==> src/mmpa_pkg.sv <==
package mmpa_pkg;

	localparam int APB_AW = 5;
	localparam int APB_DW = 32;
	localparam int COEF_W = 16;

	localparam int SQ_STEPS = 32;
	localparam int SQ_W     = 64;
	localparam int RHO_W    = 32;
	localparam int CQ_W     = 31;
	localparam logic [CQ_W-1:0] CQ_ONE = CQ_W'(1) << (CQ_W - 1);

	localparam int KP_W  = 49;
	localparam int NP_W  = 50;
	localparam int PRD_W = 100;
	localparam int MAG_W = 96;
	localparam int Q_W   = 32;
	localparam int N_W   = 126;
	localparam int CO_SH = 14;
	localparam int CO_RW = 96;

	typedef enum logic [2:0] {
		REG_A_RE = 3'd0,
		REG_A_IM = 3'd1,
		REG_B_RE = 3'd2,
		REG_B_IM = 3'd3,
		REG_C_RE = 3'd4,
		REG_C_IM = 3'd5,
		REG_D_RE = 3'd6,
		REG_D_IM = 3'd7
	} reg_idx_t;

	typedef struct packed {
		logic signed [COEF_W-1:0] a_re;
		logic signed [COEF_W-1:0] a_im;
		logic signed [COEF_W-1:0] b_re;
		logic signed [COEF_W-1:0] b_im;
		logic signed [COEF_W-1:0] c_re;
		logic signed [COEF_W-1:0] c_im;
		logic signed [COEF_W-1:0] d_re;
		logic signed [COEF_W-1:0] d_im;
	} coef_t;

	localparam coef_t COEF_RESET = '{
		a_re: 16'sd11585,
		a_im: 16'sd0,
		b_re: 16'sd0,
		b_im: -16'sd11585,
		c_re: 16'sd0,
		c_im: -16'sd11585,
		d_re: 16'sd11585,
		d_im: 16'sd0
	};

	typedef struct packed {
		logic signed [31:0] x_in;
		logic signed [31:0] y_in;
		logic signed [31:0] z_in;
	} point_t;

	typedef struct packed {
		logic signed [31:0] x_out;
		logic signed [31:0] y_out;
		logic signed [31:0] z_out;
		logic               pole_hit;
		logic               saturated;
	} result_t;

	typedef struct packed {
		logic [31:0]        ax;
		logic [31:0]        ay;
		logic               xneg;
		logic               yneg;
		logic signed [31:0] z;
	} sq_side_t;

	typedef struct packed {
		logic signed [31:0] z;
		logic               xneg;
		logic               yneg;
	} cq_side_t;

	typedef struct packed {
		logic [2:0] ovf;
		logic [2:0] neg;
	} co_side_t;

endpackage

==> src/mmpa_sqrt_cell.sv <==
module mmpa_sqrt_cell #(
	parameter int STEP = 0
) (
	input  logic                          clk,
	input  logic                          en,
	input  logic [mmpa_pkg::SQ_W-1:0]     n_i,
	input  logic [mmpa_pkg::SQ_W-1:0]     res_i,
	input  mmpa_pkg::sq_side_t            side_i,
	output logic [mmpa_pkg::SQ_W-1:0]     n_o,
	output logic [mmpa_pkg::SQ_W-1:0]     res_o,
	output mmpa_pkg::sq_side_t            side_o
);

	localparam logic [mmpa_pkg::SQ_W-1:0] BIT =
		mmpa_pkg::SQ_W'(1) << (mmpa_pkg::SQ_W - 2 - 2 * STEP);

	logic [mmpa_pkg::SQ_W-1:0] trial;
	logic [mmpa_pkg::SQ_W-1:0] n_q;
	logic [mmpa_pkg::SQ_W-1:0] res_q;
	mmpa_pkg::sq_side_t        side_q;

	assign trial = res_i + BIT;

	always_ff @(posedge clk) begin
		if (en) begin
			if (n_i >= trial) begin
				n_q   <= n_i - trial;
				res_q <= (res_i >> 1) + BIT;
			end else begin
				n_q   <= n_i;
				res_q <= res_i >> 1;
			end
			side_q <= side_i;
		end
	end

	assign n_o    = n_q;
	assign res_o  = res_q;
	assign side_o = side_q;

endmodule

==> config.mk <==
export PLATFORM = sky130hd
export DESIGN_NAME = mmpa_sqrt_cell
export DESIGN_NICKNAME = d
export VERILOG_FILES = /design/src/mmpa_pkg.sv /design/src/mmpa_sqrt_cell.sv
export SDC_FILE = /design/constraint.sdc
export NUM_CORES = 1
export LEC_CHECK = 0
export BUFFER_PORTS_ARGS = -buffer_cell sky130_fd_sc_hd__buf_2
export CAP_MARGIN = 20
export CORE_ASPECT_RATIO = 1.25
export CORE_MARGIN = 2
export CORE_UTILIZATION = 30
export CTS_BUF_LIST = sky130_fd_sc_hd__clkbuf_2
export CTS_CLUSTER_DIAMETER = 40
export CTS_CLUSTER_SIZE = 40
export DETAILED_ROUTE_END_ITERATION = 16
export HOLD_SLACK_MARGIN = 0.02
export PLACE_DENSITY_LB_ADDON = 0.3
export SYNTH_ARGS = -nofsm -noshare
export SYNTH_HDL_FRONTEND = slang
export SYNTH_SLANG_ARGS = --single-unit
export TNS_END_PERCENT = 1
==> constraint.sdc <==
create_clock -name clk -period 3.8 [get_ports clk]
set_clock_uncertainty 0.1 [all_clocks]
set_input_delay 0.76 -clock clk [delete_from_list [all_inputs] [get_ports clk]]
set_output_delay 0.76 -clock clk [all_outputs]
set_load 0.02 [all_outputs]
==> impl_metrics.tcl, run 1 <==
set metrics [dict create \
    grt.overflow.total 0 \
    ys_types 58 \
    critPathMaxStageDelay_ns 0.53 \
    grt_pass1_wl_um 60500 \
    most-common-layout-cells "buf_2 (452), edfxtp_1 (226), dlygate4sd3_1 (172)" \
    path_class "in -> reg" \
    track_usage_pct 19.5 \
    n_fill_cell 3601 \
    drive_gt1_share_pct 38.5 \
    cpMaxStageDelayCell "dlygate4sd3_1" \
    grt_pass1_vias 10901 \
    max_cap_viol_count 0 \
    clockBufferDepth 3 \
    finalPower_mw 6.85 \
    detail-route-antenna-nets 0 \
    setup_violations 0 \
    rows 80 \
    ios 454 \
    yosysWarnings 0 \
    hold_path.class "in -> reg" \
    fmax_ghz 0.264 \
    synth.area.top_cells "edfxtp_1 (59%), ha_1 (6.9%), a21oi_1 (4.8%), a21o_1 (3.2%), xnor2_1 (2.7%)" \
    min_delay_path_depth 3 \
    firstDrtPassIters 8 \
    post-synth-top-area-cell "edfxtp_1" \
    post-place-ws_ns -0.594 \
    slew_headroom_pct 49.4 \
    cts_made_buffers 36 \
    cts_tree "done" \
    port_buffers 453 \
    cp-end-kind "flip-flop" \
    placedInstanceArea_sq_um 15500 \
    ys_ff_latch 226 \
    hold_path.startpoint "n_i[17]" \
    drcViolationCount 0 \
    clock_sinks 226 \
    start_util_pct 30.4 \
    grt_max_degree 91 \
    status "finished clean" \
    worstPathArrival_ns 4.30 \
    cp_max_fo 12 \
    worst-path-buf-inv 6 \
    path_clk_slew_ns 0.26 \
    whs_ns 0.134 \
    dp_cells 2039 \
    globalplace.congestion 0.825 \
    antenna_found_initial 4 \
    fin_util_pct 46.5 \
    multiInputGateArea_sq_um 4360 \
    async_reset_ff_share_pct 0 \
    timing.final.ws_setup_ns 0.0156 \
    avgRoutedWirePerCell_um 17.9 \
    ctsRootBufferMaster "clkbuf_2" \
    maxSlewViolCount 0 \
    yosys_most_used_dff "edfxtp_1" \
    whs_endpoint "n_o[17]$_DFFE_PP_" \
    dieArea_sq_um 40100 \
    drtIter0Drc 509 \
    finalSetupTns_ns 0 \
    routed_wl_um 40700 \
    vdd_ir_drop_max_mv 0.210 \
    synth_fp_nets 1276 \
    dieWidth_um 180 \
    finalCritPeriodShare_pct 99.6 \
    worst_pin_slew_ns 0.759 \
    cp_num_cells 17 \
    crit_top_cell "buf_4" \
    fin_cells 2278 \
    synth_edf_count 226 \
    ys_seq_area_share_pct 58.7 \
    cp_cell_sequence "dlygate4sd3_1 > buf_2 > inv_1 > ha_1 > o211ai_1 > a21oi_1 > o41ai_2 > nor4bb_1 > buf_4 > nor3_2 > o21ai_1 > o41ai_4 > buf_4 > buf_4 > and3_1 > a311o_1 > nor2_2" \
    syn-cell-area_sq_um 11600 \
    ff_latch_area_sq_um 6790 \
    leakage_nw 8.12 \
    final_nets 2051 \
    critPathTopFamily "compound AO/OA/AOI/OAI gates" \
    dp_hpwl_um 31400 \
    startpoint_type "input pin" \
    vias 10584 \
    drt-vias-per-instance 4.65 \
    syn_inst 983 \
    cts_max_level 2 \
    required_ns 4.32 \
    rsz0062_at_grt "true" \
    synth_top_area_share_pct 58.7 \
    final_hold_viol_count 0 \
    layout_commonest_cell "buf_2" \
    avgSynthCellArea_sq_um 11.8 \
    fin_crit_ns 3.78 \
    stdcell_area_sq_um 17700 \
    area_growth_pct 53.1 \
    power_density_nw_per_um2 387 \
    design.core.area_sq_um 38000 \
    die_h_um 223 \
]
worst max-delay path by stage:
stage	from	to	slack (ns)
floorplan	res_i[16]	n_o[60]$_DFFE_PP_	0.08
global placement	n_i[0]	n_o[36]$_DFFE_PP_	-0.49
detailed placement	n_i[0]	n_o[36]$_DFFE_PP_	-0.59
CTS	n_i[13]	n_o[62]$_DFFE_PP_	0.004
global route	res_i[41]	n_o[61]$_DFFE_PP_	-0.02
finish	res_i[3]	n_o[61]$_DFFE_PP_	0.02
per-layer routing:
metal	GRT usage (%)	up-vias	part of all wire [%]
li1	-	5187	-
met1	21.9	4922	39
met2	35.7	402	52
met3	5.08	69	6.8
met4	6.58	4	2.9
met5	0	-	0.066
kinds of logic (layout without fill, tap and decap cells):
group                      after synthesis  count (layout)  synth area share (%)
xor gates and xnor gates                56              56                  4.25
other                                    0               3                     0
DFF                                    226             226                  58.7
AOI/OAI and AO/OA                      272             272                  14.8
buffers and inverters                  115             915                  3.87
muxes                                   15              15                  1.45
adders and majority gates               65              65                  7.10
and+or+nand+nor                        234             234                  9.82
registers in the layout, summed over array words and instances, names as in the netlist:
| signal | count |
|---|---|
| res_o | 64 |
| side_o | 98 |
| n_o | 64 |
synthesized netlist by cell type (11+ instances only):
master / instances
a21oi_1: 111
o21ai_0: 40
inv_1: 78
ha_1: 64
xor2_1: 20
edfxtp_1: 226
o21bai_1: 11
nor2_1: 82
nand3_1: 14
xnor2_1: 36
a21o_1: 49
and3_1: 13
nor3_1: 11
buf_2: 11
nand2_1: 52
clkbuf_1: 25
nand4_1: 18
cell type report:
cell class | count | share of cell area, %
Sequential cell | 226 | 38.4
Timing Repair Buffer | 774 | 29.2
Multi-Input combinational cell | 642 | 24.7
Tap cell | 492 | 3.48
Inverter | 78 | 1.65
Clock inverter | 26 | 1.53
Clock buffer | 37 | 1.05
Antenna cell | 3 | 0.0424
power breakdown:
part	leakage [nW]	switching, mW	internal [mW]
logic	5.63	1.18	0.904
clock network	0.279	1.08	0.566
registers	2.21	0.0679	3.04
timing repair:
action / 4_1_cts / 5_1_grt
hold buffers: 172 / 0
gates resized for setup: 0 / 11
endpoints found under the setup margin: 0 / 39
setup buffers: 0 / 1
hold endpoints to repair: 172 / 0
Power figures use the tool's default switching activity.
==> run 2: changes to the inputs <==
--- a/config.mk
+++ b/config.mk
@@ -10,7 +10,7 @@
 export CORE_ASPECT_RATIO = 1.25
 export CORE_MARGIN = 2
 export CORE_UTILIZATION = 30
-export CTS_BUF_LIST = sky130_fd_sc_hd__clkbuf_2
+export CTS_BUF_LIST = sky130_fd_sc_hd__clkbuf_8
 export CTS_CLUSTER_DIAMETER = 40
 export CTS_CLUSTER_SIZE = 40
 export DETAILED_ROUTE_END_ITERATION = 16
==> impl_metrics.tcl, run 2 (synthesis gave the netlist of run 1 again) <==
set metrics [dict create \
    status "finished clean" \
    grt_max_degree 91 \
    hold_path.class "in -> reg" \
    cp-end-kind "flip-flop" \
    required_ns 3.99 \
    n_fill_cell 3759 \
    drt-vias-per-instance 4.70 \
    dp_cells 2039 \
    leakage_nw 7.52 \
    maxSlewViolCount 0 \
    fmax_ghz 0.275 \
    ios 454 \
    cp_cell_sequence "buf_2 > inv_1 > ha_2 > fa_1 > nand2b_1 > a21oi_2 > o41ai_2 > nor4bb_1 > buf_4 > nor3_4 > o21ai_1 > o41ai_4 > buf_4 > or4b_1 > a21oi_2 > nor3_1" \
    multiInputGateArea_sq_um 4350 \
    rows 80 \
    most-common-layout-cells "buf_2 (452), edfxtp_1 (226), buf_4 (148)" \
    finalCritPeriodShare_pct 95.6 \
    port_buffers 453 \
    max_cap_viol_count 0 \
    critPathTopFamily "simple AND/OR/NAND/NOR gates" \
    dp_hpwl_um 31400 \
    clock_sinks 226 \
    power_density_nw_per_um2 452 \
    vias 9912 \
    cts_max_level 2 \
    clockBufferDepth 3 \
    cpMaxStageDelayCell "or4b_1" \
    slew_headroom_pct 49.0 \
    path_class "in -> reg" \
    worst-path-buf-inv 4 \
    ctsRootBufferMaster "clkbuf_8" \
    vdd_ir_drop_max_mv 0.239 \
    final_nets 1882 \
    drtIter0Drc 488 \
    grt.overflow.total 0 \
    critPathMaxStageDelay_ns 0.45 \
    firstDrtPassIters 5 \
    finalSetupTns_ns 0 \
    setup_violations 0 \
    path_clk_slew_ns 0.10 \
    detail-route-antenna-nets 0 \
    whs_ns 0.262 \
    globalplace.congestion 0.825 \
    worstPathArrival_ns 3.83 \
    grt_pass1_vias 10076 \
    drive_gt1_share_pct 42.7 \
    worst_pin_slew_ns 0.757 \
    layout_commonest_cell "buf_2" \
    ff_latch_area_sq_um 6790 \
    die_h_um 223 \
    start_util_pct 30.4 \
    cts_made_buffers 36 \
    fin_util_pct 42.9 \
    dieArea_sq_um 40100 \
    whs_endpoint "side_o[23]$_DFFE_PP_" \
    area_growth_pct 41.1 \
    min_delay_path_depth 1 \
    routed_wl_um 38700 \
    cp_max_fo 4 \
    dieWidth_um 180 \
    hold_path.startpoint "side_i[23]" \
    avgRoutedWirePerCell_um 18.4 \
    final_hold_viol_count 0 \
    largest_reg_flops 98 \
    grt_pass1_wl_um 57200 \
    finalPower_mw 7.36 \
    cts_tree "done" \
    design.core.area_sq_um 38000 \
    track_usage_pct 18.6 \
    startpoint_type "input pin" \
    antenna_found_initial 12 \
    drcViolationCount 0 \
    fin_crit_ns 3.63 \
    fin_cells 2111 \
]
-- run 2: changes by cell type in the layout (fill, tap and decap cells not counted), moves of 2 or more --
cell	delta
dlygate4sd3_1	-172
diode_2	+2
o21ai_0	+3
o21ai_1	-3
clkbuf_8	+37
clkbuf_2	-37
buf_4	+4
-- run 2: worst max path at each step --
stage | from | to | slack (ns) | cells past startpoint
final | n_i[0] | n_o[60]$_DFFE_PP_ | 0.17 | 16
after global placement | n_i[0] | n_o[36]$_DFFE_PP_ | -0.49 | 14
after global routing | n_i[0] | n_o[60]$_DFFE_PP_ | -0.004 | 16
after detailed placement | n_i[0] | n_o[36]$_DFFE_PP_ | -0.59 | 14
after floorplan | res_i[16] | n_o[60]$_DFFE_PP_ | 0.08 | 12
after CTS | n_i[0] | n_o[60]$_DFFE_PP_ | 0.06 | 16
-- run 2: metal layers --
layer	up-vias	track usage [%]	part of all wire, %	wire length, um
met1	4601	20.4	37	14500
met5	-	0	0.19	73
met4	10	6.35	2.8	1070
met3	70	6.33	8.3	3220
li1	4859	-	-	-
met2	372	33.5	51	19900
-- run 2: layout make-up --
type	count	share of cell area [%]
multi-input combinational	642	26.7
clock buffer	37	3.12
sequential	226	41.6
tap	492	3.78
inverter	78	1.80
antenna	5	0.0767
timing repair buffer	605	21.3
clock inverter	26	1.66
-- run 2: report_power, final --
part / internal (mW) / switching [mW] / total, mW
clock: 1.18 / 1.14 / 2.32
sequential: 3.05 / 0.0663 / 3.11
combinational: 0.790 / 1.15 / 1.94
-- run 2: through the flow --
stage	cell area, sq um	setup WS, ns
after detailed placement	15500	-0.594
after floorplan	11600	0.0801
after global placement	15500	-0.494
after global routing	16300	-0.00397
after CTS	16300	0.0557
final	16300	0.167
-- run 2: what timing repair did --
item,in CTS,in global routing
setup buffers,3,1
setup endpoints to repair,2,29
resized for setup,0,6
hold buffers,0,0
pin swaps,1,2
