===== src/mmpa_div_cell.sv =====
module mmpa_div_cell #(
	parameter int  RW     = 32,
	parameter int  QW     = 31,
	parameter int  LANES  = 1,
	parameter type SIDE_T = logic
) (
	input  logic                       clk,
	input  logic                       en,
	input  logic [LANES-1:0][RW-1:0]   rem_i,
	input  logic [LANES-1:0][QW-1:0]   acc_i,
	input  logic [RW-1:0]              div_i,
	input  SIDE_T                      side_i,
	output logic [LANES-1:0][RW-1:0]   rem_o,
	output logic [LANES-1:0][QW-1:0]   acc_o,
	output logic [RW-1:0]              div_o,
	output SIDE_T                      side_o
);

	logic [LANES-1:0][RW:0]   trial;
	logic [LANES-1:0][RW-1:0] rem_d;
	logic [LANES-1:0][QW-1:0] acc_d;
	logic [LANES-1:0][RW-1:0] rem_q;
	logic [LANES-1:0][QW-1:0] acc_q;
	logic [RW-1:0]            div_q;
	SIDE_T                    side_q;

	always_comb begin
		for (int l = 0; l < LANES; l++) begin
			trial[l] = {rem_i[l], acc_i[l][QW-1]};
			if (trial[l] >= {1'b0, div_i}) begin
				rem_d[l] = RW'(trial[l] - {1'b0, div_i});
				acc_d[l] = {acc_i[l][QW-2:0], 1'b1};
			end else begin
				rem_d[l] = trial[l][RW-1:0];
				acc_d[l] = {acc_i[l][QW-2:0], 1'b0};
			end
		end
	end

	always_ff @(posedge clk) begin
		if (en) begin
			rem_q  <= rem_d;
			acc_q  <= acc_d;
			div_q  <= div_i;
			side_q <= side_i;
		end
	end

	assign rem_o  = rem_q;
	assign acc_o  = acc_q;
	assign div_o  = div_q;
	assign side_o = side_q;

endmodule

===== config.mk =====
export PLATFORM = sky130hd
export DESIGN_NAME = mmpa_div_cell
export DESIGN_NICKNAME = d
export VERILOG_FILES = /design/src/mmpa_div_cell.sv
export SDC_FILE = /design/constraint.sdc
export NUM_CORES = 1
export LEC_CHECK = 0
export ABC_AREA = 1
export CAP_MARGIN = 25
export CORE_AREA = 2 2 129 144
export CTS_BUF_LIST = sky130_fd_sc_hd__clkbuf_16
export CTS_CLUSTER_SIZE = 12
export DETAILED_ROUTE_END_ITERATION = 8
export DIE_AREA = 0 0 131 146
export DONT_BUFFER_PORTS = 1
export SETUP_SLACK_MARGIN = 0.02
export SLEW_MARGIN = 20
export SYNTH_ARGS = -nofsm -noshare
export SYNTH_HDL_FRONTEND = slang
export SYNTH_SLANG_ARGS = --single-unit

===== constraint.sdc =====
create_clock -name clk -period 2.45 [get_ports clk]
set_input_delay 0.49 -clock clk [delete_from_list [all_inputs] [get_ports clk]]
set_output_delay 0.49 -clock clk [all_outputs]
set_load 0.01 [all_outputs]

==> metrics.md, run 1 <==
| Metric | Value |
|---|---|
| Status | `finished, final reports clean` |
| Crit path max-delay cell type | `fa_1` |
| Synth unique cells | `29` |
| Post-synth top area share | `0.474` |
| Net Sw Frac | `0.287` |
| Total Nets Final | `906` |
| Post-synthesis async set-or-reset flop share | `0` |
| PortBufs | `0` |
| Leakage power of the design | `0.00340 uW` |
| Seq/Total Area, Yosys | `0.474` |
| Clock power share | `0.334` |
| VDD IR max | `0.354 mV` |
| Die Wd | `131 um` |
| Post-synth top flop | `edfxtp_1` |
| Rows | `51` |
| Via count | `4566` |
| Quantity of gates resized following cts | `0` |
| Comb pwr share | `0.187` |
| Seq pwr share | `0.479` |
| WP data arrival | `2.21 ns` |
| Iteration-0 DRC Markers | `209` |
| Final std cells w/o fill | `1018` |
| Max-cap viol count | `0` |
| P&R area growth vs syn | `13.2%` |
| Max Freq | `475 MHz` |
| Fin util | `0.392` |
| Full die area | `19100 um2` |
| Internal | `3240 uW` |
| Largest net degree at the start of global routing | `97` |
| Worst-path fanout max | `3` |
| Vias in the first global route | `4613` |
| Core Footprint | `17500 um2` |
| Root buffer cell | `clkbuf_16` |
| Post-synth EDFFs | `96` |
| Most frequent cells in the layout | `nand2_1 (276), inv_1 (150), edfxtp_1 (96), nand3_1 (52), nor2_1 (34)` |
| PD cells | `661 nW/um2` |
| Yosys reg bits | `96` |
| Gr ovfl total | `0` |
| Placement Cell Area | `6560 um2` |
| Ranking of synthesized cells by area | `edfxtp_1 (47%), nand2_1 (17%), inv_1 (9.2%)` |
| RSZ-0062 raised after global routing | `no` |
| Crit-path cells | `inv_1 > ha_1 > fa_1 > inv_1 > nand3_1 > nand3_1 > nand2_1 > nand3_1 > nand3_1 > nand2_1 > nand2_1 > nand3_2 > nand2_1` |
| Effective utilization at floorplan | `0.346` |
| Reg clk slew, reported paths | `0.07 ns` |
| Min Tclk post-route | `2.10 ns` |
| Vias per cell | `4.49` |
| Dpl hpwl | `12500 um` |
| Slew @ Worst Pin | `0.339 ns` |
| Filler cells | `1791` |
| Wire per inst | `15.6 um` |
| Ports | `194` |
| Fin. Hold Viols | `0` |
| Worst Setup Start Kind | `input port` |
| Hold_buf cts | `0` |
| Slew headroom | `0.772` |
| Worst Path Required | `2.56 ns` |
| Yosys top cell by area | `edfxtp_1` |
| Syn Nets | `879` |
| Design Area, Final | `6880 um2` |
| Worst path max stage delay | `0.41 ns` |
| Die extent in y | `146 um` |
| Tot GR Track Use | `0.166` |
| HP Class | `in2reg` |
| CTS H-tree depth | `3` |
| Fraction of layout instances using a drive strength above 1 | `0.0936` |
| WS Path Type | `in2reg` |
| TritonCTS buffer count | `9` |
| Commonest non-fill, non-tap cell in the layout | `nand2_1` |
| Critical Path End Type | `flip-flop` |
| Antenna violations before repair | `0` |
| CTS tree | `built` |
| Post-route DRC | `0` |
| Final period util | `0.859` |
| Clock sink count | `96` |
| Post-synthesis cell area | `6080 um2` |
| Routed Antenna Nets | `0` |
| Placed insts | `1002` |
| Global-route wire length before repair | `24100 um` |
| Cells after synthesis | `748` |
| Yosys warning count | `0` |
| Switch Pwr | `1300 uW` |
| Mapped Avg Cell Area | `8.12 um2` |
| Final wirelength | `15900 um` |
| Antenna cells | `0` |
| Setup violators final | `0` |
| Fin. max-slew vios | `0` |
| CTS max path bufs | `2` |
| Pre-Repair DR Iteration Count | `4` |
| Post CTS Setup Buffer Count | `0` |
| GP Congestion | `0.907` |
-- final cells by class --
| type | count | area [um2] | share of cell area |
|---|---|---|---|
| clock buffers | 9 | 225 | 0.0327 |
| clock inverters | 7 | 92.6 | 0.0135 |
| inverters | 152 | 571 | 0.0829 |
| multi-input cells | 490 | 2540 | 0.369 |
| flip-flops and latches | 96 | 2880 | 0.419 |
| well taps | 238 | 298 | 0.0433 |
| repair buffers | 26 | 270 | 0.0393 |
-- worst max-delay path, delay by kind of cell --
kind,cells,cell delay (ns)
adder cells (fa/ha/maj),2,0.63
buffers and inverters,2,0.15
AND/OR/NAND/NOR,9,0.93
-- sequential cells by signal, summed over array words and instances, names as in the netlist --
| name | count |
|---|---|
| side_o | 1 |
| rem_o | 32 |
| acc_o | 31 |
| div_o | 32 |
-- path summary, 6_finish.rpt --
path / startpoint / endpoint / cells after the start
min: acc_i[24] / acc_o[25] / 0
max: acc_i[30] / rem_o[16] / 13
-- cell families after synthesis --
logic type,Yosys count,share of synthesized area
simple gates,419,0.309
buf+inv,162,0.107
flops,96,0.474
xor+xnor,14,0.0202
fa+ha+maj,33,0.0692
compound gates,24,0.0202
-- routing by layer --
layer  up-vias  wire length (um)  GRT usage
li1       2393                 -          -
met1      2022              7120      0.209
met2       136              7540      0.272
met3        15               957     0.0430
met4         0               276     0.0628
met5         -                 0          0
-- power by group through the flow --
stage / clock (uW) / combinational [uW] / sequential, uW
after CTS: 1570 / 857 / 2180
after detailed placement: 0 / 848 / 2220
after global placement: 0 / 846 / 2220
after global routing: 1630 / 968 / 2200
after floorplan: 0 / 612 / 2190
final: 1520 / 850 / 2180
-- cell usage after synthesis (2+ instances only) --
cell type,number
nand2_1,276
inv_1,149
edfxtp_1,96
nand3_1,52
nor2_1,34
ha_1,32
a21oi_1,21
nand3_2,16
xor2_1,13
nand3b_1,10
and2_1,8
buf_2,7
nor3_1,6
nor2_2,5
nand2_2,4
inv_2,3
nand4_1,2
nor3_2,2
o21ai_0,2
-- per-stage QoR --
step | hold WS [ns] | setup TNS, ns | setup WS, ns | power, uW
floorplan | 0.589 | 0 | 0.347 | 2800
global placement | 0.589 | -0.0145 | -0.00805 | 3070
detailed placement | 0.589 | -0.0160 | -0.0160 | 3070
CTS | 0.207 | 0 | 0.364 | 4610
global route | 0.206 | 0 | 0.247 | 4800
finish | 0.223 | 0 | 0.347 | 4550
Power figures use the tool's default switching activity.
==> run 2: changes to the inputs <==
- clock period: 2.45 -> 2.7 ns (I/O delays scaled with it)
==> metrics.md, run 2 (synthesized netlist as in run 1, its figures left out) <==
| Metric | Value |
|---|---|
| Final wirelength | `15600 um` |
| Pre-Repair DR Iteration Count | `4` |
| Switch Pwr | `1210 uW` |
| Die Wd | `131 um` |
| WP data arrival | `2.30 ns` |
| Hold_buf cts | `0` |
| CTS max path bufs | `2` |
| Full die area | `19100 um2` |
| PD cells | `593 nW/um2` |
| Wire per inst | `15.6 um` |
| Root buffer cell | `clkbuf_16` |
| Antenna violations before repair | `0` |
| Buf/Inv on CP | `2` |
| Max-cap viol count | `0` |
| Worst path max stage delay | `0.36 ns` |
| Most frequent cells in the layout | `nand2_1 (276), inv_1 (149), edfxtp_1 (96), nand3_1 (52), nor2_1 (34)` |
| Status | `finished, final reports clean` |
| Die extent in y | `146 um` |
| WS Path Type | `in2reg` |
| Worst Path Required | `2.80 ns` |
| Leakage power of the design | `0.00327 uW` |
| Via count | `4534` |
| Fin Setup TNS | `0 ns` |
| Routed Antenna Nets | `0` |
| Placed insts | `981` |
| Dpl hpwl | `12100 um` |
| TritonCTS buffer count | `9` |
| Design Area, Final | `6640 um2` |
| Vias in the first global route | `4447` |
| Internal | `2730 uW` |
| Min Tclk post-route | `2.20 ns` |
| Post CTS Setup Buffer Count | `0` |
| Rows | `51` |
| Global route hottest layer | `met2` |
| Met1 usage | `0.207` |
| Placement Cell Area | `6360 um2` |
| Seq pwr share | `0.502` |
| Clock sink count | `96` |
| PortBufs | `0` |
| Critical Path End Type | `flip-flop` |
| Effective utilization at floorplan | `0.346` |
| Crit-path leading delay family | `simple AND/OR/NAND/NOR gates` |
| Tot Pwr | `3940 uW` |
| Fin. Hold Viols | `0` |
| Met3 GRT Util | `0.0460` |
| Worst-path fanout max | `35` |
| Net Sw Frac | `0.307` |
| Setup violators final | `0` |
| Crit path max-delay cell type | `ha_1` |
| GP Congestion | `0.915` |
| Final period util | `0.814` |
| Max Freq | `455 MHz` |
| Slew headroom | `0.801` |
| Ports | `194` |
| Worst Setup Start Kind | `input port` |
| Gr ovfl total | `0` |
| CTS tree | `built` |
| CTS H-tree depth | `3` |
| Tot GR Track Use | `0.166` |
| Final std cells w/o fill | `997` |
| Met2 global-route usage | `0.273` |
| Iteration-0 DRC Markers | `209` |
| Crit-path cells | `inv_1 > ha_1 > nand2_2 > inv_1 > nand2_1 > nand2_1 > nand2_1 > nand3_2 > nand2_2 > nand2_2 > nand2_4 > nand2_8 > nand2_1 > nand2_1` |
| Commonest non-fill, non-tap cell in the layout | `nand2_1` |
| Worst hold margin | `0.268 ns` |
| VDD IR max | `0.303 mV` |
| RSZ-0062 raised after global routing | `no` |
| Top cell by count, worst path | `nand2_1` |
| Largest net degree at the start of global routing | `97` |
| Total Nets Final | `885` |
| Fin. max-slew vios | `0` |
| P&R area growth vs syn | `9.31%` |
| Fraction of layout instances using a drive strength above 1 | `0.0698` |
| Post-route DRC | `0` |
| Core Footprint | `17500 um2` |
| Clock power share | `0.319` |
| Vias per cell | `4.55` |
| Slew @ Worst Pin | `0.297 ns` |
| Global-route wire length before repair | `24100 um` |
| HP Class | `in2reg` |
| Antenna cells | `0` |
| Quantity of gates resized following cts | `0` |
| Reg clk slew, reported paths | `0.08 ns` |
| Comb pwr share | `0.179` |
-- run 2: power by group through the flow --
stage               clock network [uW]  logic [uW]  registers, uW
floorplan                            0         556           1990
global placement                     0         705           2020
detailed placement                   0         709           2020
CTS                               1310         713           1980
global route                      1370         814           2000
finish                            1250         706           1980
-- run 2: final timing paths --
path | startpoint | endpoint | slack [ns] | cells past startpoint
setup / recovery | div_i[3] | rem_o[14] | 0.50 | 14
hold / removal | acc_i[25] | acc_o[26] | 0.27 | 0
-- run 2: layout make-up --
cell class / count / area [um2]
fill: 1829 / 10900
sequential: 96 / 2880
multi-input combinational: 490 / 2540
inverter: 152 / 571
tap: 238 / 298
clock buffer: 9 / 225
timing repair buffer: 5 / 62.6
clock inverter: 7 / 61.3
-- run 2: per-stage QoR --
step           setup slack (ns)  utilization
3_5_place_dp              0.104        0.362
3_3_place_gp              0.130        0.362
4_1_cts                   0.488        0.379
2_1_floorplan             0.547            -
5_1_grt                   0.264        0.379
6_report                  0.501        0.379
-- run 2: metal layers --
layer | part of all wire | wire length, um
met3 | 0.067 | 1040
met5 | 0 | 0
met4 | 0.015 | 234
met2 | 0.47 | 7340
met1 | 0.45 | 6940
==> run 3: changes to the inputs <==
- clock period: 2.7 -> 1.9 ns (I/O delays scaled with it)
==> metrics.md, run 3 (synthesized netlist as in run 1, its figures left out) <==
| Metric | Value |
|---|---|
| Placed insts | `1061` |
| Top cell by count, worst path | `nand2_1` |
| Final std cells w/o fill | `1077` |
| Iteration-0 DRC Markers | `302` |
| Wire per inst | `14.8 um` |
| Die Wd | `131 um` |
| Core Footprint | `17500 um2` |
| Hold Crit Start | `div_i[2]` |
| Effective utilization at floorplan | `0.346` |
| Critical Path End Type | `flip-flop` |
| Root buffer cell | `clkbuf_16` |
| Clock sink count | `96` |
| Slew headroom | `0.775` |
| Leakage power of the design | `0.00370 uW` |
| Global-route wire length before repair | `24900 um` |
| Post CTS Setup Buffer Count | `0` |
| Dpl hpwl | `12600 um` |
| Routed Antenna Nets | `0` |
| Total Nets Final | `965` |
| Pre-Repair DR Iteration Count | `4` |
| TritonCTS buffer count | `9` |
| CTS max path bufs | `2` |
| Placement Cell Area | `7290 um2` |
| Worst Hold Path EP | `div_o[2]` |
| Filler cells | `1733` |
| Rows | `51` |
| Reg clk slew, reported paths | `0.07 ns` |
| GP Congestion | `0.879` |
| Fraction of layout instances using a drive strength above 1 | `0.218` |
| PD cells | `789 nW/um2` |
| Commonest non-fill, non-tap cell in the layout | `nand2_1` |
| Buf/Inv on CP | `2` |
| Tot GR Track Use | `0.169` |
| Setup violators final | `0` |
| WS Path Type | `in2reg` |
| WP data arrival | `1.86 ns` |
| Design Area, Final | `7660 um2` |
| Final period util | `0.924` |
| Largest net degree at the start of global routing | `97` |
| Worst path max stage delay | `0.29 ns` |
| Fin. max-slew vios | `0` |
| Final wirelength | `15900 um` |
| Slew @ Worst Pin | `0.335 ns` |
| Max Freq | `570 MHz` |
| P&R area growth vs syn | `26.0%` |
| Min Tclk post-route | `1.75 ns` |
| Full die area | `19100 um2` |
| Quantity of gates resized following cts | `0` |
| Crit-path cells | `inv_1 > ha_4 > nand2_2 > nor2_2 > nand2_1 > nor2_2 > nand2_1 > nand3_1 > nor2_4 > buf_4 > nand3_1 > nand2_1` |
| Post-route DRC | `0` |
| Max-cap viol count | `0` |
| Antenna cells | `0` |
| Worst Setup Start Kind | `input port` |
| Die extent in y | `146 um` |
| VDD IR max | `0.434 mV` |
| PortBufs | `0` |
| Status | `finished, final reports clean` |
| Ports | `194` |
| Hold Crit Depth | `0` |
| CTS H-tree depth | `3` |
| Via count | `4744` |
| Most frequent cells in the layout | `nand2_1 (263), inv_1 (147), edfxtp_1 (96), buf_4 (81), nand3_1 (50)` |
| HP Class | `in2reg` |
| Worst-path fanout max | `16` |
| Crit-path leading delay family | `simple AND/OR/NAND/NOR gates` |
| Vias per cell | `4.40` |
| Fin. Hold Viols | `0` |
| Antenna violations before repair | `0` |
| Worst Path Required | `2.01 ns` |
| RSZ-0062 raised after global routing | `yes` |
| Gr ovfl total | `0` |
| Vias in the first global route | `4895` |
| Crit path max-delay cell type | `ha_4` |
| Hold_buf cts | `0` |
| CTS tree | `built` |
-- run 3: cell count changes in the layout (fill, tap and decap cells not counted), sizes merged --
cell / previous run / this run
clkinv: 3 / 4
inv: 156 / 154
buf: 5 / 85
bufinv: 0 / 1
-- run 3: stage by stage --
step            util  worst slack (ns)  total power [uW]  hold slack [ns]  setup TNS (ns)
3_3_place_gp   0.415            -0.242              4180            0.479           -7.27
2_1_floorplan      -            0.0140              3700            0.479               0
6_report       0.437             0.145              6050            0.117               0
4_1_cts        0.433            0.0893              6130            0.106               0
5_1_grt        0.437            0.0217              6400           0.0993               0
3_5_place_dp   0.415            -0.288              4190            0.479           -8.40
-- run 3: worst max-delay path by stage --
stage | startpoint | endpoint | cells after the start
finish | div_i[16] | rem_o[29] | 12
global route | div_i[25] | rem_o[25] | 12
CTS | div_i[25] | rem_o[30] | 12
detailed placement | div_i[25] | rem_o[29] | 12
global placement | acc_i[30] | rem_o[30] | 13
floorplan | div_i[2] | rem_o[24] | 16
-- run 3: cell type report --
class	instances	area, um2	area share
Tap cell	238	298	0.0389
Sequential cell	96	2880	0.376
Timing Repair Buffer	85	688	0.0898
Inverter	152	583	0.0761
Clock buffer	9	225	0.0294
Multi-Input combinational cell	490	2900	0.378
Clock inverter	7	87.6	0.0114
-- run 3: power breakdown --
part	leakage (uW)	total, uW	switching, uW	internal, uW
registers	0.000939	2810	192	2610
clock network	0.000154	1900	853	1050
logic	0.00261	1340	731	609
total	0.00370	6050	1780	4270
-- run 3: metal layers --
| metal | wire length [um] | GRT usage | up-vias |
|---|---|---|---|
| li1 | - | - | 2518 |
| met1 | 7160 | 0.212 | 2091 |
| met2 | 7600 | 0.285 | 125 |
| met3 | 961 | 0.0445 | 10 |
| met4 | 204 | 0.0457 | 0 |
| met5 | 0 | 0 | - |
