==> src/mmpa_pkg.sv <==
package mmpa_pkg;

	localparam int APB_AW = 5;
	localparam int APB_DW = 32;
	localparam int COEF_W = 16;

	localparam int SQ_STEPS = 32;
	localparam int SQ_W     = 64;
	localparam int RHO_W    = 32;
	localparam int CQ_W     = 31;
	localparam logic [CQ_W-1:0] CQ_ONE = CQ_W'(1) << (CQ_W - 1);

	localparam int KP_W  = 49;
	localparam int NP_W  = 50;
	localparam int PRD_W = 100;
	localparam int MAG_W = 96;
	localparam int Q_W   = 32;
	localparam int N_W   = 126;
	localparam int CO_SH = 14;
	localparam int CO_RW = 96;

	typedef enum logic [2:0] {
		REG_A_RE = 3'd0,
		REG_A_IM = 3'd1,
		REG_B_RE = 3'd2,
		REG_B_IM = 3'd3,
		REG_C_RE = 3'd4,
		REG_C_IM = 3'd5,
		REG_D_RE = 3'd6,
		REG_D_IM = 3'd7
	} reg_idx_t;

	typedef struct packed {
		logic signed [COEF_W-1:0] a_re;
		logic signed [COEF_W-1:0] a_im;
		logic signed [COEF_W-1:0] b_re;
		logic signed [COEF_W-1:0] b_im;
		logic signed [COEF_W-1:0] c_re;
		logic signed [COEF_W-1:0] c_im;
		logic signed [COEF_W-1:0] d_re;
		logic signed [COEF_W-1:0] d_im;
	} coef_t;

	localparam coef_t COEF_RESET = '{
		a_re: 16'sd11585,
		a_im: 16'sd0,
		b_re: 16'sd0,
		b_im: -16'sd11585,
		c_re: 16'sd0,
		c_im: -16'sd11585,
		d_re: 16'sd11585,
		d_im: 16'sd0
	};

	typedef struct packed {
		logic signed [31:0] x_in;
		logic signed [31:0] y_in;
		logic signed [31:0] z_in;
	} point_t;

	typedef struct packed {
		logic signed [31:0] x_out;
		logic signed [31:0] y_out;
		logic signed [31:0] z_out;
		logic               pole_hit;
		logic               saturated;
	} result_t;

	typedef struct packed {
		logic [31:0]        ax;
		logic [31:0]        ay;
		logic               xneg;
		logic               yneg;
		logic signed [31:0] z;
	} sq_side_t;

	typedef struct packed {
		logic signed [31:0] z;
		logic               xneg;
		logic               yneg;
	} cq_side_t;

	typedef struct packed {
		logic [2:0] ovf;
		logic [2:0] neg;
	} co_side_t;

endpackage

==> src/mmpa_regs.sv <==
module mmpa_regs (
	input  logic                        clk,
	input  logic                        arst_n,
	input  logic                        psel,
	input  logic                        penable,
	input  logic                        pwrite,
	input  logic [mmpa_pkg::APB_AW-1:0] paddr,
	input  logic [mmpa_pkg::APB_DW-1:0] pwdata,
	output logic [mmpa_pkg::APB_DW-1:0] prdata,
	output logic                        pready,
	output mmpa_pkg::coef_t             coef
);

	mmpa_pkg::coef_t    coef_q;
	mmpa_pkg::reg_idx_t idx;
	logic               wr;
	logic [mmpa_pkg::COEF_W-1:0] rd;
	logic [mmpa_pkg::COEF_W-1:0] wv;

	assign idx    = mmpa_pkg::reg_idx_t'(paddr[mmpa_pkg::APB_AW-1:2]);
	assign wr     = psel && penable && pwrite;
	assign wv     = pwdata[mmpa_pkg::COEF_W-1:0];
	assign pready = 1'b1;
	assign coef   = coef_q;

	always_ff @(posedge clk or negedge arst_n) begin
		if (!arst_n) begin
			coef_q <= mmpa_pkg::COEF_RESET;
		end else if (wr) begin
			case (idx)
				mmpa_pkg::REG_A_RE: coef_q.a_re <= $signed(wv);
				mmpa_pkg::REG_A_IM: coef_q.a_im <= $signed(wv);
				mmpa_pkg::REG_B_RE: coef_q.b_re <= $signed(wv);
				mmpa_pkg::REG_B_IM: coef_q.b_im <= $signed(wv);
				mmpa_pkg::REG_C_RE: coef_q.c_re <= $signed(wv);
				mmpa_pkg::REG_C_IM: coef_q.c_im <= $signed(wv);
				mmpa_pkg::REG_D_RE: coef_q.d_re <= $signed(wv);
				mmpa_pkg::REG_D_IM: coef_q.d_im <= $signed(wv);
				default: coef_q <= coef_q;
			endcase
		end
	end

	always_comb begin
		case (idx)
			mmpa_pkg::REG_A_RE: rd = coef_q.a_re;
			mmpa_pkg::REG_A_IM: rd = coef_q.a_im;
			mmpa_pkg::REG_B_RE: rd = coef_q.b_re;
			mmpa_pkg::REG_B_IM: rd = coef_q.b_im;
			mmpa_pkg::REG_C_RE: rd = coef_q.c_re;
			mmpa_pkg::REG_C_IM: rd = coef_q.c_im;
			mmpa_pkg::REG_D_RE: rd = coef_q.d_re;
			mmpa_pkg::REG_D_IM: rd = coef_q.d_im;
			default: rd = '0;
		endcase
	end

	assign prdata = {{(mmpa_pkg::APB_DW - mmpa_pkg::COEF_W){1'b0}}, rd};

endmodule

==> config.mk <==
export PLATFORM = sky130hd
export DESIGN_NAME = mmpa_regs
export DESIGN_NICKNAME = d
export VERILOG_FILES = /design/src/mmpa_pkg.sv /design/src/mmpa_regs.sv
export SDC_FILE = /design/constraint.sdc
export NUM_CORES = 1
export LEC_CHECK = 0
export ABC_AREA = 1
export BUFFER_PORTS_ARGS = -buffer_cell sky130_fd_sc_hd__buf_2
export CAP_MARGIN = 20
export CELL_PAD_IN_SITES_DETAIL_PLACEMENT = 1
export CELL_PAD_IN_SITES_GLOBAL_PLACEMENT = 2
export CORE_AREA = 2 2 158 160
export CTS_CLUSTER_SIZE = 14
export DETAILED_ROUTE_END_ITERATION = 10
export DIE_AREA = 0 0 160 162
export GPL_TIMING_DRIVEN = 0
export PLACE_DENSITY = 0.76
export RECOVER_POWER = 100
export SETUP_SLACK_MARGIN = 0.2
export SYNTH_ARGS = -nofsm -noshare
export SYNTH_HDL_FRONTEND = slang
export SYNTH_SLANG_ARGS = --single-unit
==> constraint.sdc <==
create_clock -name clk -period 1.4 [get_ports clk]
set_input_delay 0.28 -clock clk [delete_from_list [all_inputs] [get_ports clk]]
set_output_delay 0.28 -clock clk [all_outputs]
set_load 0.02 [all_outputs]
==> summary.md, run 1 <==
| Metric | Value |
|---|---|
| Total global routing overflow | 0 |
| #FFs+latches synth | 128 |
| WS Path Type | register to primary output |
| RD Place Congestion | 0.8130 |
| Sw power | 0.005550 W |
| PwrDens | around 1500 nW/um^2 |
| Peak VDD IR | between 500 and 600 uV |
| CP arrival | 1460 ps |
| Routed WL per cell | just over 20 um |
| Worst-path clk slew | 60 ps |
| Antenna Nets Post-Route | 0 |
| First-pass GRT wire length | 41280 um |
| Max_cap viols | 0 |
| Top_reg_cell synth | dfrtp_1 |
| Die height | 162 um |
| CP Capture Type | primary output |
| Synthesis Warnings | 0 |
| Seq pwr share | 0.333 |
| Clock power share | 0.271 |
| PnR worst setup slack | -336.7 ps |
| Worst Path Required | 1120 ps |
| Library cells used by synthesis | 27 |
| Met2 GRT Util | 0.3449 |
| Min Tclk post-route | 1737 ps |
| Port Buffers | 165 |
| Fin Hold WS | 79.19 ps |
| Pins Over Slew Limit | 0 |
| Violated checks | negative setup slack |
| Largest family of logic cells by synthesized area | simple AND/OR/NAND/NOR gates |
| Core Region | 24110 um^2 |
| Slew @ Worst Pin | 1276 ps |
| Leak | between 5 and 6 nW |
| Top-Level Pins | around 200 |
| Max Fclk | 575.8 MHz |
| Part of the cycle the worst path needs | 1.241 |
| Final setup TNS | -7180 ps |
| Nets | 1088 |
| 1st-pass router iterations | 5 |
| Synthesized area per cell | 8.740 um^2 |
| Design area | 10630 um^2 |
| Synthesized cell area | 6450 um^2 |
| FP Rows | 57 |
| CTS tree | built |
| Total Wirelength | approximately 28000 um |
| GRT Total Usage | 0.2110 |
| Relative slew slack | 0.1493 |
| GR Layer Usage met3 | 0.04086 |
| Int Pwr | ~0.011 W |
| CTS sink count | about 130 |
| Status | finished, violations left |
| RSZ-0062 raised after global routing | yes |
| Flop2flop setup slack | 380 ps |
| Post-synthesis xor/xnor area fraction | 0 |
| Simple-Gate Fraction of Synth Area | 0.2786 |
| Critical-path maximum fanout | 2 |
| Vias per inst | 4.766 |
| Initial Util | 0.2676 |
| Final clock skew | 0 ps |
| Vias in the first global route | 6719 |
| Most used routing layer | met2 |
| Via Count | 6591 |
| Comb power frac | 0.397 |
| Worst-case clock buffer depth | 2 |
| DIE WIDTH | 160 um |
| CTS buffer count | 17 |
| Critical path startpoint category | register |
| Final Hold Violating Endpoints | 0 |
| DIE AREA | 25920 um^2 |
| Top cell type's share of synthesized area | 0.3647 |
| Initial antenna violation count | 0 |
| Place WS | -633.7 ps |
| Clk root buf | clkbuf_16 |
| Area Growth Syn to Fin | 64.77% |
| Share of layout cells above drive strength 1 | 0.4901 |
| Ant. Diodes | 0 |
| Seq/Total Area, Yosys | 0.5032 |
| Post-synthesis cell count | 738 |
| Post-synthesis mux area share | 0 |
| # fillers | 2823 |
| Area leader, netlist | dfrtp_1 |
| H-Tree Depth | 4 |
| Max FFs per register | 128 |
| Worst-Skew Late Latency | between 400 and 500 ps |
| Ys async rst share | 1.000 |
| Worst Hold Class | primary input to register |
| Most area-consuming cells after synthesis | dfrtp_1, dfstp_2, nand2_1, nand4_1, nor2_1 |
| Post-route insts no fill | approximately 1.4k |
| Setup violators final | 51 |
| Largest net degree at the start of global routing | 82 |
| Dpl cell area | 7986 um^2 |
| Compound-Gate Fraction of Synth Area | 0.1179 |
| Placed cells | 1243 |
| Sw Share | 0.3435 |
| Iter 0 DRT Violations | 331 |
| DRC | 0 |
| Post-synth EDFFs | 0 |
| Dpl hpwl | 19900 um |
| Adder-Cell Fraction of Synth Area | 0 |
| Met1 Use GR | 0.2856 |
==> cells in the mapped netlist, types with 2 or more instances <==
| cell type | number |
|---|---|
| a21oi_1 | 32 |
| buf_2 | 27 |
| buf_4 | 26 |
| buf_6 | 12 |
| clkbuf_1 | 8 |
| conb_1 | 2 |
| dfrtp_1 | 94 |
| dfstp_2 | 34 |
| inv_1 | 32 |
| inv_2 | 2 |
| inv_4 | 2 |
| nand2_1 | 135 |
| nand2_2 | 31 |
| nand3_1 | 34 |
| nand4_1 | 80 |
| nor2_1 | 80 |
| nor2_2 | 2 |
| nor3_4 | 3 |
| o21ai_0 | 13 |
| o21ai_1 | 51 |
| o21ai_2 | 32 |
==> placed cells by master (no fill, tap or decap), types with 5 or more instances in the layout <==
cell type    n
nor2_2      28
clkbuf_1     8
o21ai_2     30
buf_2       33
conb_1      17
o21ai_0     16
nand4_1     80
nand3_2     18
dfrtp_1     92
buf_6      232
nand2_2     19
nor2_1      52
a21oi_1     32
inv_2        5
buf_12       6
nand2_1    147
clkbuf_16   17
nand3_1     16
inv_1       28
o21ai_1     50
clkbuf_2    12
buf_8        5
buf_4       53
dfstp_2     34
==> critical path: stages (launching register included) <==
cell,delay [ps]
dfstp_2,550
nand4_1,110
nand2_2,120
nor2_4,40
nand3_2,80
buf_6,120
==> worst paths after layout <==
kind | from | end | cells past startpoint
min in group asynchronous | arst_n | coef[20] | 1
worst min register to register | coef[125] | coef[125] | 2
worst max-delay path | coef[44] | prdata[12] | 5
worst max register to register | coef[34] | coef[34] | 5
max in group asynchronous | arst_n | coef[78] | 2
worst min-delay path | pwdata[8] | coef[24] | 3
==> cell type report <==
class,count,area (um^2),share of cell area
Clock inverter,7,87.58,0.008241
Timing Repair Buffer,274,2875,0.2705
Inverter,36,152.6,0.01436
Clock buffer,25,475.5,0.04474
Tap cell,324,405.4,0.03814
Sequential cell,128,3248,0.3056
Buffer,74,640.6,0.06028
Multi-Input combinational cell,515,2743,0.2581
==> metal layers <==
layer | vias up | part of all wire
met4 | 0 | 0.019
met2 | 197 | 0.48
met5 | - | 0
met3 | 32 | 0.048
li1 | 3096 | -
met1 | 3266 | 0.45
==> power by group through the flow <==
| stage | clock [W] | sequential (W) | combinational (W) |
|---|---|---|---|
| final | 0.00437 | 0.00538 | 0.00641 |
| after global routing | 0.00460 | 0.00546 | 0.00680 |
| after CTS | 0.00443 | 0.00533 | 0.00573 |
| after detailed placement | 0 | 0.00541 | 0.00391 |
| after global placement | 0 | 0.00540 | 0.00382 |
| after floorplan | 0 | 0.00617 | 0.00148 |
==> timing repair <==
action                                  CTS  global route
setup buffers                            56            50
pin swaps                                61            29
resized for setup                       350            81
cloned                                    2             0
hold endpoints to repair                 35            35
endpoints found under the setup margin  144           150
==> metrics by stage <==
| step | total power, W | utilization |
|---|---|---|
| after global routing | 0.01686 | 0.4409 |
| after global placement | 0.009221 | 0.3299 |
| after detailed placement | 0.009320 | 0.3313 |
| final | 0.01616 | 0.4409 |
| after floorplan | 0.007645 | - |
| after CTS | 0.01550 | 0.4195 |
==> kinds of logic (layout without fill, tap and decap cells) <==
logic type / Yosys count / count (layout)
flops: 128 / 128
compound gates: 128 / 128
other cells: 2 / 17
simple gates: 370 / 370
buf+inv: 110 / 416
(Power assumes the default switching activity.)
==> inputs of run 2 (changes only) <==
Settings changed: ABC_AREA 1 to default, CORE_AREA 2 2 158 160 to 2 2 146 148, DIE_AREA 0 0 160 162 to 0 0 148 150, PLACE_DENSITY 0.76 to 0.75.
==> run 2 against run 1 <==
  * The run still ends with negative setup slack left
  * Power is 7.5% lower
  * Utilization is 2.0 points higher
  * Critical path depth fell by 1
  * Register-to-register slack about the same
  * Setup slack got worse by 190 ps
  * Hold slack better by 120 ps
  * Sequential power shrank 2%
  * Clock-buffer cell count up 3
  * Design area decreased by 10%
  * Critical path type unchanged
  * Largest cell class is now registers
  * Largest power group is now registers
  * Highest routed layer unchanged
==> summary.md, run 2 <==
| Metric | Value |
|---|---|
| Status | finished, violations left (unchanged) |
| Violated checks | negative setup slack (unchanged) |
| Vias per inst | 4.830 (was 4.766) |
| CTS tree | built (unchanged) |
| CP delay by family, top | flip-flops (unchanged) |
| CP Capture Type | primary output (unchanged) |
| Final clock skew | 0 ps (unchanged) |
| H-Tree Depth | 4 (unchanged) |
| #FFs+latches synth | 128 (unchanged) |
| 1st-pass router iterations | 4 (was 5) |
| Worst Path Required | 1120 ps (about the same) |
| Ant. Diodes | 0 (unchanged) |
| CTS sink count | 128 (unchanged) |
| Initial antenna violation count | 0 (unchanged) |
| CP arrival | 1650 ps (was 1460 ps) |
| GRT Total Usage | 0.2101 (was 0.2110) |
| Synthesis Warnings | 0 (unchanged) |
| Leak | 4.588 nW (was 5.210 nW) |
| Core Region | 20690 um^2 (was 24110 um^2) |
| Routed WL per cell | 23.84 um (was 20.44 um) |
| DIE AREA | 22200 um^2 (was 25920 um^2) |
| Max FFs per register | 128 (unchanged) |
| Port Buffers | 166 (was 165) |
| Final Hold Violating Endpoints | 0 (unchanged) |
| Commonest cells post-synth | mux2_2, dfrtp_1, mux2i_1 (was nand2_1, dfrtp_1, nand4_1, nor2_1, o21ai_1) |
| Dpl hpwl | 14660 um (was 19900 um) |
| Worst Hold Class | primary input to register (unchanged) |
| Max Fclk | 518.8 MHz (was 575.8 MHz) |
| Area Growth Syn to Fin | 57.36% (was 64.77%) |
| Hold path depth | 2 (was 3) |
| Max_cap viols | 0 (unchanged) |
| Initial Util | 0.2931 (was 0.2676) |
| Worst-case clock buffer depth | 2 (unchanged) |
| Most frequent cells in the layout | clkbuf_2, dfrtp_1, buf_6 (was buf_6, nand2_1, dfrtp_1) |
| Relative slew slack | 0.3801 (was 0.1493) |
| FP Rows | 53 (was 57) |
| Synthesized area per cell | 13.91 um^2 (was 8.740 um^2) |
| PnR worst setup slack | -527.6 ps (was -336.7 ps) |
| Pwr Total | 0.01495 W (was 0.01616 W) |
| Area leader, netlist | dfrtp_1 (unchanged) |
| Critical path startpoint category | register (unchanged) |
| Top cell type's share of synthesized area | 0.3879 (was 0.3647) |
| Vias in the first global route | 5197 (was 6719) |
| Worst-path clk slew | 60 ps (about the same) |
| Crit path largest cell delay | 570 ps (was 550 ps) |
| Library cells used by synthesis | 31 (was 27) |
| Post-synth EDFFs | 0 (unchanged) |
| DRC | 0 (unchanged) |
| Seq/Total Area, Yosys | 0.5352 (was 0.5032) |
| Worst r2r path cells | 4 (was 5) |
| PwrDens | 1566 nW/um^2 (was 1520 nW/um^2) |
| Crit-path slowest cell | dfstp_2 (unchanged) |
| WS Path Type | register to primary output (unchanged) |
| DIE WIDTH | 148 um (was 160 um) |
| Share of layout cells above drive strength 1 | 0.7054 (was 0.4901) |
| Ys async rst share | 1.000 (unchanged) |
| Antenna Nets Post-Route | 0 (unchanged) |
| Largest net degree at the start of global routing | 100 (was 82) |
| WP depth | 4 (was 5) |
| Via Count | 4820 (was 6591) |
| Synthesized cell area | 6065 um^2 (was 6450 um^2) |
| RD Place Congestion | 0.7733 (was 0.8130) |
| RSZ-0062 raised after global routing | yes (unchanged) |
| Total Wirelength | 23790 um (was 28270 um) |
| Min Tclk post-route | 1928 ps (was 1737 ps) |
| First-pass GRT wire length | 33930 um (was 41280 um) |
| Crit path cell chain | mux2i_4 -> a221oi_2 -> o22a_4 -> buf_6 (was nand4_1 -> nand2_2 -> nor2_4 -> nand3_2 -> buf_6) |
| Clk root buf | clkbuf_16 (unchanged) |
| Post-synthesis cell count | 436 (was 738) |
| Slew @ Worst Pin | 929.8 ps (was 1276 ps) |
| Part of the cycle the worst path needs | 1.377 (was 1.241) |
| Most area-consuming cells after synthesis | dfrtp_1, mux2_2, dfstp_2, mux2i_1, mux2_4 (was dfrtp_1, dfstp_2, nand2_1, nand4_1, nor2_1) |
| Critical-path maximum fanout | 2 (unchanged) |
| Top-Level Pins | 203 (unchanged) |
| CTS buffer count | 17 (unchanged) |
| Worst-Skew Late Latency | 420 ps (about the same) |
| Die height | 150 um (was 162 um) |
| Top_reg_cell synth | dfrtp_1 (unchanged) |
| Setup violators final | 131 (was 51) |
| Nets | 752 (was 1088) |
| Total global routing overflow | 0 (unchanged) |
| Iter 0 DRT Violations | 220 (was 331) |
| Pins Over Slew Limit | 0 (unchanged) |
| Count leader, synth | mux2_2 (was nand2_1) |
| CP Buf/Inv Count | 1 (unchanged) |
| Commonest non-fill, non-tap cell in the layout | clkbuf_2 (was buf_6) |
| Final core utilization | 0.4612 (was 0.4409) |
| Peak VDD IR | 794.1 uV (was 525.4 uV) |
[run 2: cell types whose count changed in the layout (fill, tap and decap cells not counted), moves of 26 or more]
cell	change
a21oi_1	-31
buf_6	-140
clkbuf_2	+86
mux2_2	+77
mux2_4	+49
mux2i_1	+39
nand2_1	-146
nand4_1	-80
nor2_1	-44
nor2_2	-26
o21ai_1	-50
o21ai_2	-30
[run 2: path summary, 6_finish.rpt]
| path | slack, ps | end | start |
|---|---|---|---|
| worst max-delay path | -530 | prdata[13] | coef[29] |
| worst min-delay path | 200 | coef[49] | pwdata[1] |
| worst max register to register | 370 | coef[34] | coef[34] |
| worst min register to register | 540 | coef[5] | coef[5] |
| max in group asynchronous | -70 | coef[26] | arst_n |
| min in group asynchronous | 520 | coef[50] | arst_n |
[run 2: routing by layer]
metal / global-route usage / vias up / part of all wire
li1: - / 2131 / -
met1: 0.2698 / 2502 / 0.43
met2: 0.3475 / 158 / 0.50
met5: 0 / - / 0
met3: 0.05732 / 29 / 0.060
met4: 0.06190 / 0 / 0.016
[run 2: cell families after synthesis]
family | after synthesis | share of synthesized area
AOI/OAI and AO/OA | 50 | 0.06416
buffers and inverters | 57 | 0.05117
DFF | 128 | 0.5352
muxes | 174 | 0.3198
other | 2 | 0.001238
and+or+nand+nor | 25 | 0.02847
[run 2: where the power goes]
| part | internal [W] | switching (W) |
|---|---|---|
| registers | 0.00458 | 0.000693 |
| logic | 0.00250 | 0.00244 |
| clock network | 0.00309 | 0.00165 |
| total | 0.0102 | 0.00478 |
[run 2: what timing repair did]
item	in CTS	in global routing
cloned	2	1
resized for setup	266	129
setup buffers	33	36
endpoints found under the setup margin	231	225
pin swaps	37	28
hold endpoints to repair	26	0
hold buffers	1	0
[run 2: cell type report]
| cell class | count | area [um^2] |
|---|---|---|
| timing repair buffer | 240 | 1909 |
| inverter | 13 | 48.80 |
| tap | 275 | 344.1 |
| clock buffer | 28 | 526.8 |
| clock inverter | 4 | 95.09 |
| fill | 2158 | 11150 |
| multi-input combinational | 266 | 2940 |
| buffer | 44 | 431.7 |
| sequential | 128 | 3247 |
[run 2: metrics by stage]
step	cells	cell area [um^2]	hold WS [ps]	TNS, ps	setup slack (ps)
floorplan	451	6505	-15.59	-4815	-154.9
global placement	892	7680	512.5	-228650	-1586
detailed placement	893	7714	176.2	-55230	-868.4
CTS	961	9565	184.2	-7985	-510.4
global route	998	9543	206.3	-26680	-593.4
finish	998	9543	196.9	-13770	-527.6
